--- src/design/ntc_pkg.sv ---
// shared types, constants and tables for the thermistor converter
`default_nettype none
package ntc_pkg;

	localparam int VOLT_W  = 18;
	localparam int RES_W   = 20;
	localparam int CM_W    = 17;
	localparam int BETA_W  = 14;
	localparam int TEMP_W  = 18;
	localparam int CFG_W   = 20;
	localparam int IDX_W   = 3;
	localparam int NUM_W   = 39;
	localparam int P2_W    = 36;
	localparam int LN_W    = 32;
	localparam int LNR_W   = 34;
	localparam int T0_W    = 25;
	localparam int PROD_W  = 60;
	localparam int QT_W    = 44;
	localparam int DS_W    = 45;
	localparam int DEN_W   = 42;
	localparam int NUMER_W = 57;
	localparam int QUOT_W  = 18;
	localparam int BT_W    = 39;
	localparam int ACC_W   = 26;
	localparam int Z_W     = 31;
	localparam int TK_W    = 20;

	localparam logic [LN_W-1:0]   LN2_Q24   = 32'd11629080;
	localparam logic [T0_W-1:0]   T0_Q16    = 25'd19539558;
	localparam logic [TK_W-1:0]   ZERO_C_Q8 = 20'd69926;
	localparam logic signed [TK_W-1:0] TEMP_MAX = 20'sd102400;
	localparam logic signed [TK_W-1:0] TEMP_MIN = -20'sd70000;

	localparam logic [1:0] ST_OK     = 2'd0;
	localparam logic [1:0] ST_RANGE  = 2'd1;
	localparam logic [1:0] ST_NONPOS = 2'd2;

	localparam logic [IDX_W-1:0] REG_SUPPLY = 3'd0;
	localparam logic [IDX_W-1:0] REG_SERIES = 3'd1;
	localparam logic [IDX_W-1:0] REG_CM     = 3'd2;
	localparam logic [IDX_W-1:0] REG_REF    = 3'd3;
	localparam logic [IDX_W-1:0] REG_BETA   = 3'd4;
	localparam logic [IDX_W-1:0] REG_SIDE   = 3'd5;

	typedef struct packed {
		logic       vld;
		logic [1:0] status;
		logic       sat_hi;
	} side_t;

	// ln(1 + 2^-k) in Q.24
	function automatic logic [ACC_W-1:0] ln_step(input int k);
		logic [ACC_W-1:0] r;
		begin
			case (k)
				1:       r = 26'd6802576;
				2:       r = 26'd3743728;
				3:       r = 26'd1976072;
				4:       r = 26'd1017112;
				5:       r = 26'd516263;
				6:       r = 26'd260117;
				7:       r = 26'd130563;
				8:       r = 26'd65408;
				9:       r = 26'd32736;
				10:      r = 26'd16376;
				11:      r = 26'd8190;
				12:      r = 26'd4096;
				default: r = '0;
			endcase
			return r;
		end
	endfunction

endpackage
`default_nettype wire

--- src/design/ntc_div.sv ---
// restoring divider pipeline, one quotient bit per stage, with overflow flag
`default_nettype none
module ntc_div (
	input  wire logic                           clk,
	input  wire logic                           arst_n,
	input  wire logic                           en,
	input  wire logic [ntc_pkg::NUMER_W-1:0]    n,
	input  wire logic [ntc_pkg::DEN_W-1:0]      d,
	input  wire ntc_pkg::side_t                 side_in,
	output logic [ntc_pkg::QUOT_W-1:0]          q,
	output ntc_pkg::side_t                      side_out
);
	localparam int QW = ntc_pkg::QUOT_W;
	localparam int CW = ntc_pkg::DEN_W + QW;

	logic [ntc_pkg::NUMER_W-1:0] r_s [0:QW];
	logic [ntc_pkg::DEN_W-1:0]   d_s [0:QW];
	logic [QW-1:0]               q_s [0:QW];
	ntc_pkg::side_t              sd_s [0:QW];
	logic                        ovf;

	// quotient would not fit: saturate later
	assign ovf = CW'(n) >= (CW'(d) << QW);

	always_ff @(posedge clk or negedge arst_n) begin
		if (!arst_n) begin
			sd_s[0] <= '0;
		end else if (en) begin
			sd_s[0] <= {side_in.vld, side_in.status, side_in.sat_hi | ovf};
		end
	end

	always_ff @(posedge clk) begin
		if (en) begin
			r_s[0] <= n;
			d_s[0] <= d;
			q_s[0] <= '0;
		end
	end

	for (genvar j = 1; j <= QW; j++) begin : g_bit
		logic [CW-1:0] trial;
		logic          take;
		assign trial = CW'(d_s[j-1]) << (QW - j);
		assign take  = CW'(r_s[j-1]) >= trial;
		always_ff @(posedge clk or negedge arst_n) begin
			if (!arst_n) sd_s[j] <= '0;
			else if (en) sd_s[j] <= sd_s[j-1];
		end
		always_ff @(posedge clk) begin
			if (en) begin
				d_s[j] <= d_s[j-1];
				q_s[j] <= {q_s[j-1][QW-2:0], take};
				r_s[j] <= take ? ntc_pkg::NUMER_W'(CW'(r_s[j-1]) - trial) : r_s[j-1];
			end
		end
	end

	assign q        = q_s[QW];
	assign side_out = sd_s[QW];

endmodule
`default_nettype wire

--- config.mk ---
export PLATFORM = sky130hd
export DESIGN_NAME = ntc_div
export DESIGN_NICKNAME = d
export VERILOG_FILES = /design/src/design/ntc_pkg.sv /design/src/design/ntc_div.sv
export SDC_FILE = /design/constraint.sdc
export NUM_CORES = 2
export LEC_CHECK = 0
export BUFFER_PORTS_ARGS = -buffer_cell sky130_fd_sc_hd__buf_2
export CORE_AREA = 2 2 473 827
export CTS_CLUSTER_DIAMETER = 200
export CTS_CLUSTER_SIZE = 14
export DETAILED_ROUTE_END_ITERATION = 8
export DIE_AREA = 0 0 475 829
export GPL_TIMING_DRIVEN = 0
export PLACE_DENSITY_LB_ADDON = 0.25
export REMOVE_ABC_BUFFERS = 1
export SYNTH_ARGS = -nofsm -noshare
export SYNTH_HDL_FRONTEND = slang
export SYNTH_SLANG_ARGS = --single-unit
--- constraint.sdc ---
create_clock -name clk -period 4.2 [get_ports clk]
set_clock_uncertainty 0.2 [all_clocks]
set_input_delay 0.42 -clock clk [delete_from_list [all_inputs] [get_ports clk]]
set_output_delay 0.42 -clock clk [all_outputs]
set_load 0.03 [all_outputs]
==> impl_metrics.ini <==
[floorplan]
core-area_um2 = 388000
rows = 303
num_io_pins = 128
die_area_um2 = 394000
initial_core_util_pct = 29.8
die_x_um = 475
die_y_um = 829

[setup_path]
worstPathArrival_ps = 4880
cp-start-kind = register
cp_max_fo = 6
slowest_stage = edfxtp_1
crit_buf_inv = 5
setup.worst_path.end_class = register
crit_required_ps = 4620
crit_path_max_incr_delay_ps = 430
cp_top_family = compound AO/OA/AOI/OAI gates
cpMostUsedCell = buf_12
crit_type = reg2reg
critical_path.cell_chain = ha_4 -> fa_2 -> nor2b_4 -> o211ai_1 -> buf_4 -> a31oi_4 -> a41oi_4 -> a31oi_4 -> nand2_4 -> a2bb2oi_4 -> a211o_4 -> a2111oi_4 -> nor4_4 -> buf_6 -> buf_12 -> buf_12 -> buf_12 -> mux2_4

[cells_and_area]
fillCellCount = 38400
stdcell_area_um2 = 136000
final_util_pct = 35.2
area_growth_syn_to_layout_pct = 18.0
layout.nets = 12100
drive_above_1_share_pct = 12.9
stdcell_count = 16400
final_common_cell = edfxtp_1
mostFrequentLayoutCells = edfxtp_1 (1953), inv_1 (988), a21oi_1 (901)

[synth]
synth_top_family_by_area = compound AO/OA/AOI/OAI gates
netlist_area_um2 = 116000
syn_area_per_cell_um2 = 10.8
ys_seq_area_share_pct = 52.4
synth_edf_count = 1953
synth_cells = 10700
synth_flop_cell = edfxtp_1
synth_compound_area_share_pct = 15.8
synthXorXnorAreaFrac_pct = 5.52
synth.area.mux_share_pct = 2.09
synth_simple_gate_area_share_pct = 10.8
ys_async_sr_fraction_pct = 3.75
synthAdderAreaFrac_pct = 8.87
yosys_warnings = 0
ys_ff_latch = 2029
ys_types = 102

[power_and_ir_drop]
vdd_drop_max_v = 0.000339
p_total_mw = 86.0
leakage_nw = 53.6
p_per_area_nw_per_um2 = 630

[place]
dp_cells = 15700
gp_congestion = 0.909
place_area_um2 = 123000
post-place-ws_ps = -2540
io_buffers = 127
hpwl_um = 242000

[drt]
routedWlPerCell_um = 20.3
ant_nets = 0
viasPerCell = 4.92
drt_iter0_drc = 3842
route.detailed.drc = 0
first_pass_iters = 5
vias = 80800
drt_wl_total_um = 333000

[grt]
grtUsageMet3_pct = 1.45
grt_antenna_before_repair = 8
grt_use_total_pct = 16.4
met1_usage_pct = 12.5
grt_pass1_vias = 86200
grt_max_degree = 162
met2_usage_pct = 35.1
grt_overflow = 0
busiest_layer = met2
grt_pass1_wl_um = 494000

[job]
maxCapViolCount = 1

[clock_network]
cts_max_level = 4
clock_latency_ps = 880
cts_tree = yes
path_clk_slew_ps = 70
cts_sinks = 2029
numCtsBuffers = 170
cts-root-buf = clkbuf_16
cts_buffer_depth = 4

[sta]
hold_viol_final = 0
post-route-min-period_ps = 4470
slew_viol_final = 4
setup_slack_ps = -269
tightestPinTransition_ps = 1580
setup_tns_ps = -7210
hold_ws_ps = 81.8
rsz0062_at_grt = yes
slew_headroom_pct = -5.40
setup-violations-final = 51
max_freq_ghz = 0.224
period_share_pct = 106

[run_status]
status = finished with violations
violations = capacitance limit, slew limit, setup timing

[min_path]
hold_path.class = in2reg
-- final timing paths --
kind                       depth (start not counted)  slack [ps]         end  startpoint
min reg2reg                                        0         220  q_s[11][7]  q_s[10][6]
max                                               18        -270  r_s[1][23]   d_s[0][0]
min in group asynchronous                          4         440     sd_s[6]      arst_n
max in group asynchronous                          4        2000    sd_s[21]      arst_n
min                                                2          80  d_s[0][10]       d[10]
max reg2reg                                       18        -270  r_s[1][23]   d_s[0][0]
-- sequential cells by signal (all words and copies together) (netlist names) --
| signal | cells |
|---|---|
| sd_s | 72 |
| side_out | 4 |
| d_s | 756 |
| r_s | 1026 |
| q_s | 171 |
-- cells in the mapped netlist, types with 17 or more instances --
cell type | number | share of area [%]
or4_1 | 27 | 0.18
a21oi_1 | 972 | 4.2
a211oi_1 | 57 | 0.37
ha_1 | 792 | 8.6
nand3_1 | 172 | 0.74
o21bai_1 | 112 | 0.73
xor2_1 | 314 | 2.4
o31a_1 | 27 | 0.20
nand3b_1 | 20 | 0.13
nand2_1 | 839 | 2.7
dfrtp_1 | 76 | 1.6
or3_1 | 46 | 0.25
a2111oi_0 | 19 | 0.14
a211o_1 | 23 | 0.17
o211ai_1 | 44 | 0.29
a31oi_1 | 91 | 0.49
o21a_1 | 90 | 0.58
xnor2_1 | 415 | 3.1
or2_2 | 29 | 0.16
and3_1 | 70 | 0.38
mux2_2 | 196 | 1.9
a21boi_0 | 26 | 0.17
buf_1 | 22 | 0.071
clkbuf_1 | 304 | 0.99
o21ai_1 | 18 | 0.078
buf_2 | 43 | 0.19
inv_1 | 997 | 3.2
o21ai_0 | 747 | 3.2
nor2_1 | 641 | 2.1
nor4_1 | 81 | 0.44
o31ai_1 | 50 | 0.32
nand4_1 | 196 | 1.1
and2_1 | 33 | 0.18
a31o_2 | 21 | 0.16
nand2b_1 | 108 | 0.58
nor2b_1 | 101 | 0.55
nor4b_1 | 19 | 0.14
a21o_1 | 460 | 3.0
fa_1 | 17 | 0.29
and4_1 | 25 | 0.19
o2111ai_1 | 18 | 0.14
nor3_1 | 139 | 0.60
edfxtp_1 | 1953 | 51
-- what timing repair did --
item / CTS / global route
hold buffers: 203 / 0
setup endpoints to repair: 1274 / 457
setup buffers: 210 / 75
gates cloned: 37 / 15
resized for setup: 559 / 304
hold endpoints to repair: 319 / 0
pin swaps: 152 / 98
-- per-layer routing --
metal  up-vias  wire, um
met5         -         0
met4         0     33400
met3       939      6730
met2      1484    197000
met1     38200     96000
li1      40100         -
-- cell type report --
cell class	count	area, um2	share of cell area [%]
inverter	999	3790	2.78
multi-input combinational	7318	53700	39.4
clock inverter	4	56.3	0.0413
tap	5185	6490	4.76
sequential	2029	60500	44.4
antenna	8	20.0	0.0147
clock buffer	179	4290	3.14
timing repair buffer	703	7520	5.51
-- kinds of logic after synthesis --
group,count (synthesis)
flip-flops,2029
XOR/XNOR,729
buffers and inverters,1380
adder cells (fa/ha/maj),809
AND/OR/NAND/NOR,2593
AO/OA/AOI/OAI,2959
multiplexers,216
-- report_power, final --
| part | leakage [nW] | switching [mW] | internal [mW] |
|---|---|---|---|
| registers | 19.9 | 2.71 | 28.7 |
| clock network | 2.13 | 7.14 | 7.19 |
| logic | 31.5 | 23.5 | 16.8 |
No activity file was read; power rests on OpenSTA's default activity.
