==> src/design/ntc_pkg.sv <==
// shared types, constants and tables for the thermistor converter
`default_nettype none
package ntc_pkg;

	localparam int VOLT_W  = 18;
	localparam int RES_W   = 20;
	localparam int CM_W    = 17;
	localparam int BETA_W  = 14;
	localparam int TEMP_W  = 18;
	localparam int CFG_W   = 20;
	localparam int IDX_W   = 3;
	localparam int NUM_W   = 39;
	localparam int P2_W    = 36;
	localparam int LN_W    = 32;
	localparam int LNR_W   = 34;
	localparam int T0_W    = 25;
	localparam int PROD_W  = 60;
	localparam int QT_W    = 44;
	localparam int DS_W    = 45;
	localparam int DEN_W   = 42;
	localparam int NUMER_W = 57;
	localparam int QUOT_W  = 18;
	localparam int BT_W    = 39;
	localparam int ACC_W   = 26;
	localparam int Z_W     = 31;
	localparam int TK_W    = 20;

	localparam logic [LN_W-1:0]   LN2_Q24   = 32'd11629080;
	localparam logic [T0_W-1:0]   T0_Q16    = 25'd19539558;
	localparam logic [TK_W-1:0]   ZERO_C_Q8 = 20'd69926;
	localparam logic signed [TK_W-1:0] TEMP_MAX = 20'sd102400;
	localparam logic signed [TK_W-1:0] TEMP_MIN = -20'sd70000;

	localparam logic [1:0] ST_OK     = 2'd0;
	localparam logic [1:0] ST_RANGE  = 2'd1;
	localparam logic [1:0] ST_NONPOS = 2'd2;

	localparam logic [IDX_W-1:0] REG_SUPPLY = 3'd0;
	localparam logic [IDX_W-1:0] REG_SERIES = 3'd1;
	localparam logic [IDX_W-1:0] REG_CM     = 3'd2;
	localparam logic [IDX_W-1:0] REG_REF    = 3'd3;
	localparam logic [IDX_W-1:0] REG_BETA   = 3'd4;
	localparam logic [IDX_W-1:0] REG_SIDE   = 3'd5;

	typedef struct packed {
		logic       vld;
		logic [1:0] status;
		logic       sat_hi;
	} side_t;

	// ln(1 + 2^-k) in Q.24
	function automatic logic [ACC_W-1:0] ln_step(input int k);
		logic [ACC_W-1:0] r;
		begin
			case (k)
				1:       r = 26'd6802576;
				2:       r = 26'd3743728;
				3:       r = 26'd1976072;
				4:       r = 26'd1017112;
				5:       r = 26'd516263;
				6:       r = 26'd260117;
				7:       r = 26'd130563;
				8:       r = 26'd65408;
				9:       r = 26'd32736;
				10:      r = 26'd16376;
				11:      r = 26'd8190;
				12:      r = 26'd4096;
				default: r = '0;
			endcase
			return r;
		end
	endfunction

endpackage
`default_nettype wire

==> src/design/ntc_ln.sv <==
// pipelined natural log of a positive integer, signed Q.24 result
`default_nettype none
module ntc_ln #(
	parameter int IN_W  = 39,
	parameter int STEPS = 8
) (
	input  wire logic                              clk,
	input  wire logic                              en,
	input  wire logic [IN_W-1:0]                   x,
	output logic signed [ntc_pkg::LN_W-1:0]        ln
);
	localparam int EW  = $clog2(IN_W);
	localparam int XW  = IN_W + ntc_pkg::Z_W;

	logic [EW-1:0]             e_a;
	logic [IN_W-1:0]           x_a;
	logic [EW-1:0]             e_lz;
	logic [EW-1:0]             e_s [0:STEPS];
	logic [ntc_pkg::Z_W-1:0]   z_s [0:STEPS];
	logic [ntc_pkg::ACC_W-1:0] acc_s [0:STEPS];
	logic [XW-1:0]             xn;
	logic [ntc_pkg::LN_W-1:0]  fin;

	// leading one position
	always_comb begin
		e_lz = '0;
		for (int i = 0; i < IN_W; i++) begin
			if (x[i]) e_lz = EW'(i);
		end
	end

	always_ff @(posedge clk) begin
		if (en) begin
			e_a <= e_lz;
			x_a <= x;
		end
	end

	// normalize mantissa to q.30
	assign xn = {x_a, {ntc_pkg::Z_W{1'b0}}} << (EW'(IN_W - 1) - e_a);

	always_ff @(posedge clk) begin
		if (en) begin
			e_s[0]   <= e_a;
			z_s[0]   <= xn[XW-1 -: ntc_pkg::Z_W];
			acc_s[0] <= '0;
		end
	end

	// greedy factor stages, one per step
	for (genvar k = 1; k <= STEPS; k++) begin : g_step
		logic [ntc_pkg::Z_W:0] t;
		assign t = {1'b0, z_s[k-1]} + {1'b0, z_s[k-1] >> k};
		always_ff @(posedge clk) begin
			if (en) begin
				e_s[k] <= e_s[k-1];
				if (!t[ntc_pkg::Z_W]) begin
					z_s[k]   <= t[ntc_pkg::Z_W-1:0];
					acc_s[k] <= acc_s[k-1] + ntc_pkg::ln_step(k);
				end else begin
					z_s[k]   <= z_s[k-1];
					acc_s[k] <= acc_s[k-1];
				end
			end
		end
	end

	always_comb begin
		logic [ntc_pkg::Z_W:0] rem;
		rem = {1'b1, {ntc_pkg::Z_W{1'b0}}} - {1'b0, z_s[STEPS]};
		fin = ntc_pkg::LN_W'(e_s[STEPS]) * ntc_pkg::LN2_Q24 + ntc_pkg::LN2_Q24
			- ntc_pkg::LN_W'(acc_s[STEPS]) - ntc_pkg::LN_W'(rem >> 7);
	end

	always_ff @(posedge clk) begin
		if (en) ln <= $signed(fin);
	end

endmodule
`default_nettype wire

==> config.mk <==
export PLATFORM = sky130hd
export DESIGN_NAME = ntc_ln
export DESIGN_NICKNAME = d
export VERILOG_FILES = /design/src/design/ntc_pkg.sv /design/src/design/ntc_ln.sv
export SDC_FILE = /design/constraint.sdc
export NUM_CORES = 2
export LEC_CHECK = 0
export BUFFER_PORTS_ARGS = -buffer_cell sky130_fd_sc_hd__buf_2
export CAP_MARGIN = 10
export CORE_MARGIN = 4
export CORE_UTILIZATION = 57
export CTS_BUF_LIST = sky130_fd_sc_hd__clkbuf_16
export DETAILED_ROUTE_END_ITERATION = 7
export PLACE_DENSITY = 0.7
export SLEW_MARGIN = 20
export SYNTH_ARGS = -nofsm -noshare
export SYNTH_HDL_FRONTEND = slang
export SYNTH_SLANG_ARGS = --single-unit
export TNS_END_PERCENT = 100
==> constraint.sdc <==
create_clock -name clk -period 11.5 [get_ports clk]
set_input_delay 0 -clock clk [delete_from_list [all_inputs] [get_ports clk]]
set_output_delay 0 -clock clk [all_outputs]
set_load 0.05 [all_outputs]
==> run metrics <==
Mapped Area 0.03907 mm2; Max Freq 143.3 MHz; CP Data Required Time 11.87 ns; CP bufs+invs 2; final wirelength 84810 um; CTS Sinks 563; Initial Utilization 57.87%; share of the synthesized area in the top cell type 43.27%; setup bufs post-CTS 0; row count 95; initial DRC count 2101; wire per inst 17.36 um; fin nets 4397; count of pins over their slew limit 0; Async SR Flop Fraction 0%; cells taking the most area after synthesis edfxtp_1 43%, ha_1 11%, xnor2_1 4.3%; RSZ-0062 raised after global routing false; largest family of logic cells by synthesized area compound AO/OA/AOI/OAI gates; crit path DAT 7.35 ns; max-cap violations 0; core area 0.06751 mm2; post-synthesis sequential area ratio 43.27%; Sw Share 42.69%; leakage power 17.00 nW; Reg power frac 28.8%; setup_tns 0 ns; hold wc startpoint x[0]; DRC Markers 0; R2R depth 22; post-DP HPWL 63780 um; VDD IR max 0.0002030 V; most used cell, CP fa_1; number of synthesized flops with an enable pin 563; Distinct cells, synth 82; die width 269.8 um; Synth Area in Adders 13.27%; Setup crit start kind flop; Synth Area in Compound Gates 15.79%; worst flop-to-flop path endpoint ln[30]$_DFFE_PP_; actual slew at the worst max-slew pin 1.028 ns; Tot GR Track Use 22.85%; worst r2r src e_s[0][51]$_DFFE_PP_; Seq cells post-synth 563; Total Power 0.01411 W; post_cts resized 0; commonest cells after routing, fill and taps aside 563 x edfxtp_1, 403 x nand2_1, 343 x ha_1, 322 x nor2_1, 294 x a21oi_1; Comb pwr share 57.5%; Synthesized Nets 4302; slowest stage cell, crit path fa_1; total CTS buffers 61; CP Cell Sequence fa_1 -> inv_1 -> fa_1 -> fa_1 -> inv_1 -> ha_1 -> o21ai_0 -> nor2_1 -> and3_1 -> nor2_1 -> o31a_1 -> fa_1 -> ha_1 -> ha_1 -> nand2_1 -> a2111oi_0 -> o21ai_0 -> a211oi_1 -> a41o_1 -> nor4_1 -> o41ai_1 -> xor2_1; Critical Setup Path Class flop to flop; first-pass GRT wire length 138800 um; Worst-Skew Late Latency 0.64 ns; Clk pwr share 13.7%; Cells after Synth 3873; routability cong. 0.9462; clock transition time at the flip-flop clock pins of the worst setup and hold paths 0.07 ns; initial antenna violation count 0; cell internal pwr 0.008085 W; Ys Warns 0; clk root buf clkbuf_16; Layout area overhead 9.422%; commonest non-fill, non-tap cell in the layout edfxtp_1; status completed; Fin. Hold Viols 0; First-pass DRT Iterations 6; worst min path class input port to flop; dpl cells 4738; H-Tree Depth 2; share of cells above drive strength 1 6.730%; CTS tree yes; grt total ovfl 0; die height 269.8 um; post-layout minimum cycle time 6.979 ns; multiplexer share of the synthesized area 2.456%; Die Footprint 0.07279 mm2; Hold Path Depth 2; largest net degree at the start of global routing 151; nature of the critical path endpoint flop; Tcrit/Tclk final 60.69%; Largest stage delay, worst path 0.58 ns; max_slew headroom 31.48%; Yosys top cell by area edfxtp_1; fin util 63.32%; Clock Skew 0.03194 ns; vias in the first global route 27380; CP top delay family adder cells; drt via density 5.870; vias post-DR 28670; n_diodes 0; synthesized area per cell 10.09 um2; reg2reg setup slack 4.52 ns; CP max FO 7; Setup violations, final 0; CTS Buffer Depth 3; # IOs 73; power density cells 330.0 mW/mm2; xor/xnor share of the synthesized area 8.138%; Simple-Gate Fraction of Synth Area 14.21%; net switching power 0.006023 W; Top FF cell, synth edfxtp_1; final antenna-violating net count 0; final cell count without fillers 4885; Hold Path End x_a[0]$_DFFE_PP_; count of input and output buffers 72
-- repair_timing --
action / 4_1_cts / 5_1_grt
hold endpoints to repair: 93 / 0
setup endpoints to repair: 0 / 0
hold buffers: 40 / 0
-- how the worst max path moves through the flow --
stage | start | to | slack (ns) | cells past startpoint
3_3_place_gp | e_s[0][51]$_DFFE_PP_ | ln[30]$_DFFE_PP_ | 4.57 | 22
3_5_place_dp | e_s[0][51]$_DFFE_PP_ | ln[30]$_DFFE_PP_ | 4.50 | 22
5_1_grt | e_s[0][48]$_DFFE_PP_ | ln[30]$_DFFE_PP_ | 3.89 | 26
4_1_cts | e_s[0][51]$_DFFE_PP_ | ln[30]$_DFFE_PP_ | 4.49 | 22
6_report | e_s[0][51]$_DFFE_PP_ | ln[30]$_DFFE_PP_ | 4.52 | 22
2_1_floorplan | e_s[0][48]$_DFFE_PP_ | ln[30]$_DFFE_PP_ | 5.26 | 26
-- sequential cells by signal, indices dropped and copies added (netlist names) --
signal / flops
z_s: 279
acc_s: 153
e_s: 54
x_a: 39
ln: 32
e_a: 6
-- cells in the mapped netlist, types with 75 or more instances --
cell      count
nor3_1       83
xor2_1      170
edfxtp_1    563
ha_1        344
a21oi_1     294
o21ai_0     283
nor2_1      323
xnor2_1     193
nand2_1     403
a21o_1       75
clkbuf_1     93
inv_1       191
nand3_1      94
-- power groups by stage --
stage	clock network [W]	registers [W]	logic, W
after CTS	0.00198	0.00406	0.00807
final	0.00193	0.00406	0.00811
after floorplan	0	0.00406	0.00621
after detailed placement	0	0.00410	0.00800
after global routing	0.00207	0.00412	0.00914
after global placement	0	0.00409	0.00789
-- cell families (layout without fill, tap and decap cells) --
logic type | Yosys count | count (layout)
adder cells (fa/ha/maj) | 388 | 388
flip-flops | 563 | 563
XOR/XNOR | 363 | 363
AO/OA/AOI/OAI | 999 | 999
buffers and inverters | 298 | 437
AND/OR/NAND/NOR | 1193 | 1193
multiplexers | 69 | 69
-- metal layers --
layer	track usage, %	part of all wire [%]	up-vias
met4	8.754	3.8	0
met1	29.76	44	13500
li1	-	-	14450
met3	2.585	3.9	150
met5	0	0	-
met2	39.45	49	577
-- final cells by class --
cell class              count  area [um2]
fillers                  5475       24770
flip-flops and latches    563       16910
multi-input cells        3012       21110
clock buffers              61        1526
repair buffers            136       963.4
inverters                 194       728.2
clock inverters            46       424.2
well taps                 873        1092
-- metrics by stage --
step	area, um2	worst slack (ns)	hold WS, ns
floorplan	39070	5.260	0.09887
global placement	40400	4.570	0.1778
detailed placement	40400	4.501	0.1867
CTS	42750	4.487	0.03569
global route	42750	3.893	0.07907
finish	42750	4.521	0.09323
(Power assumes the default switching activity.)
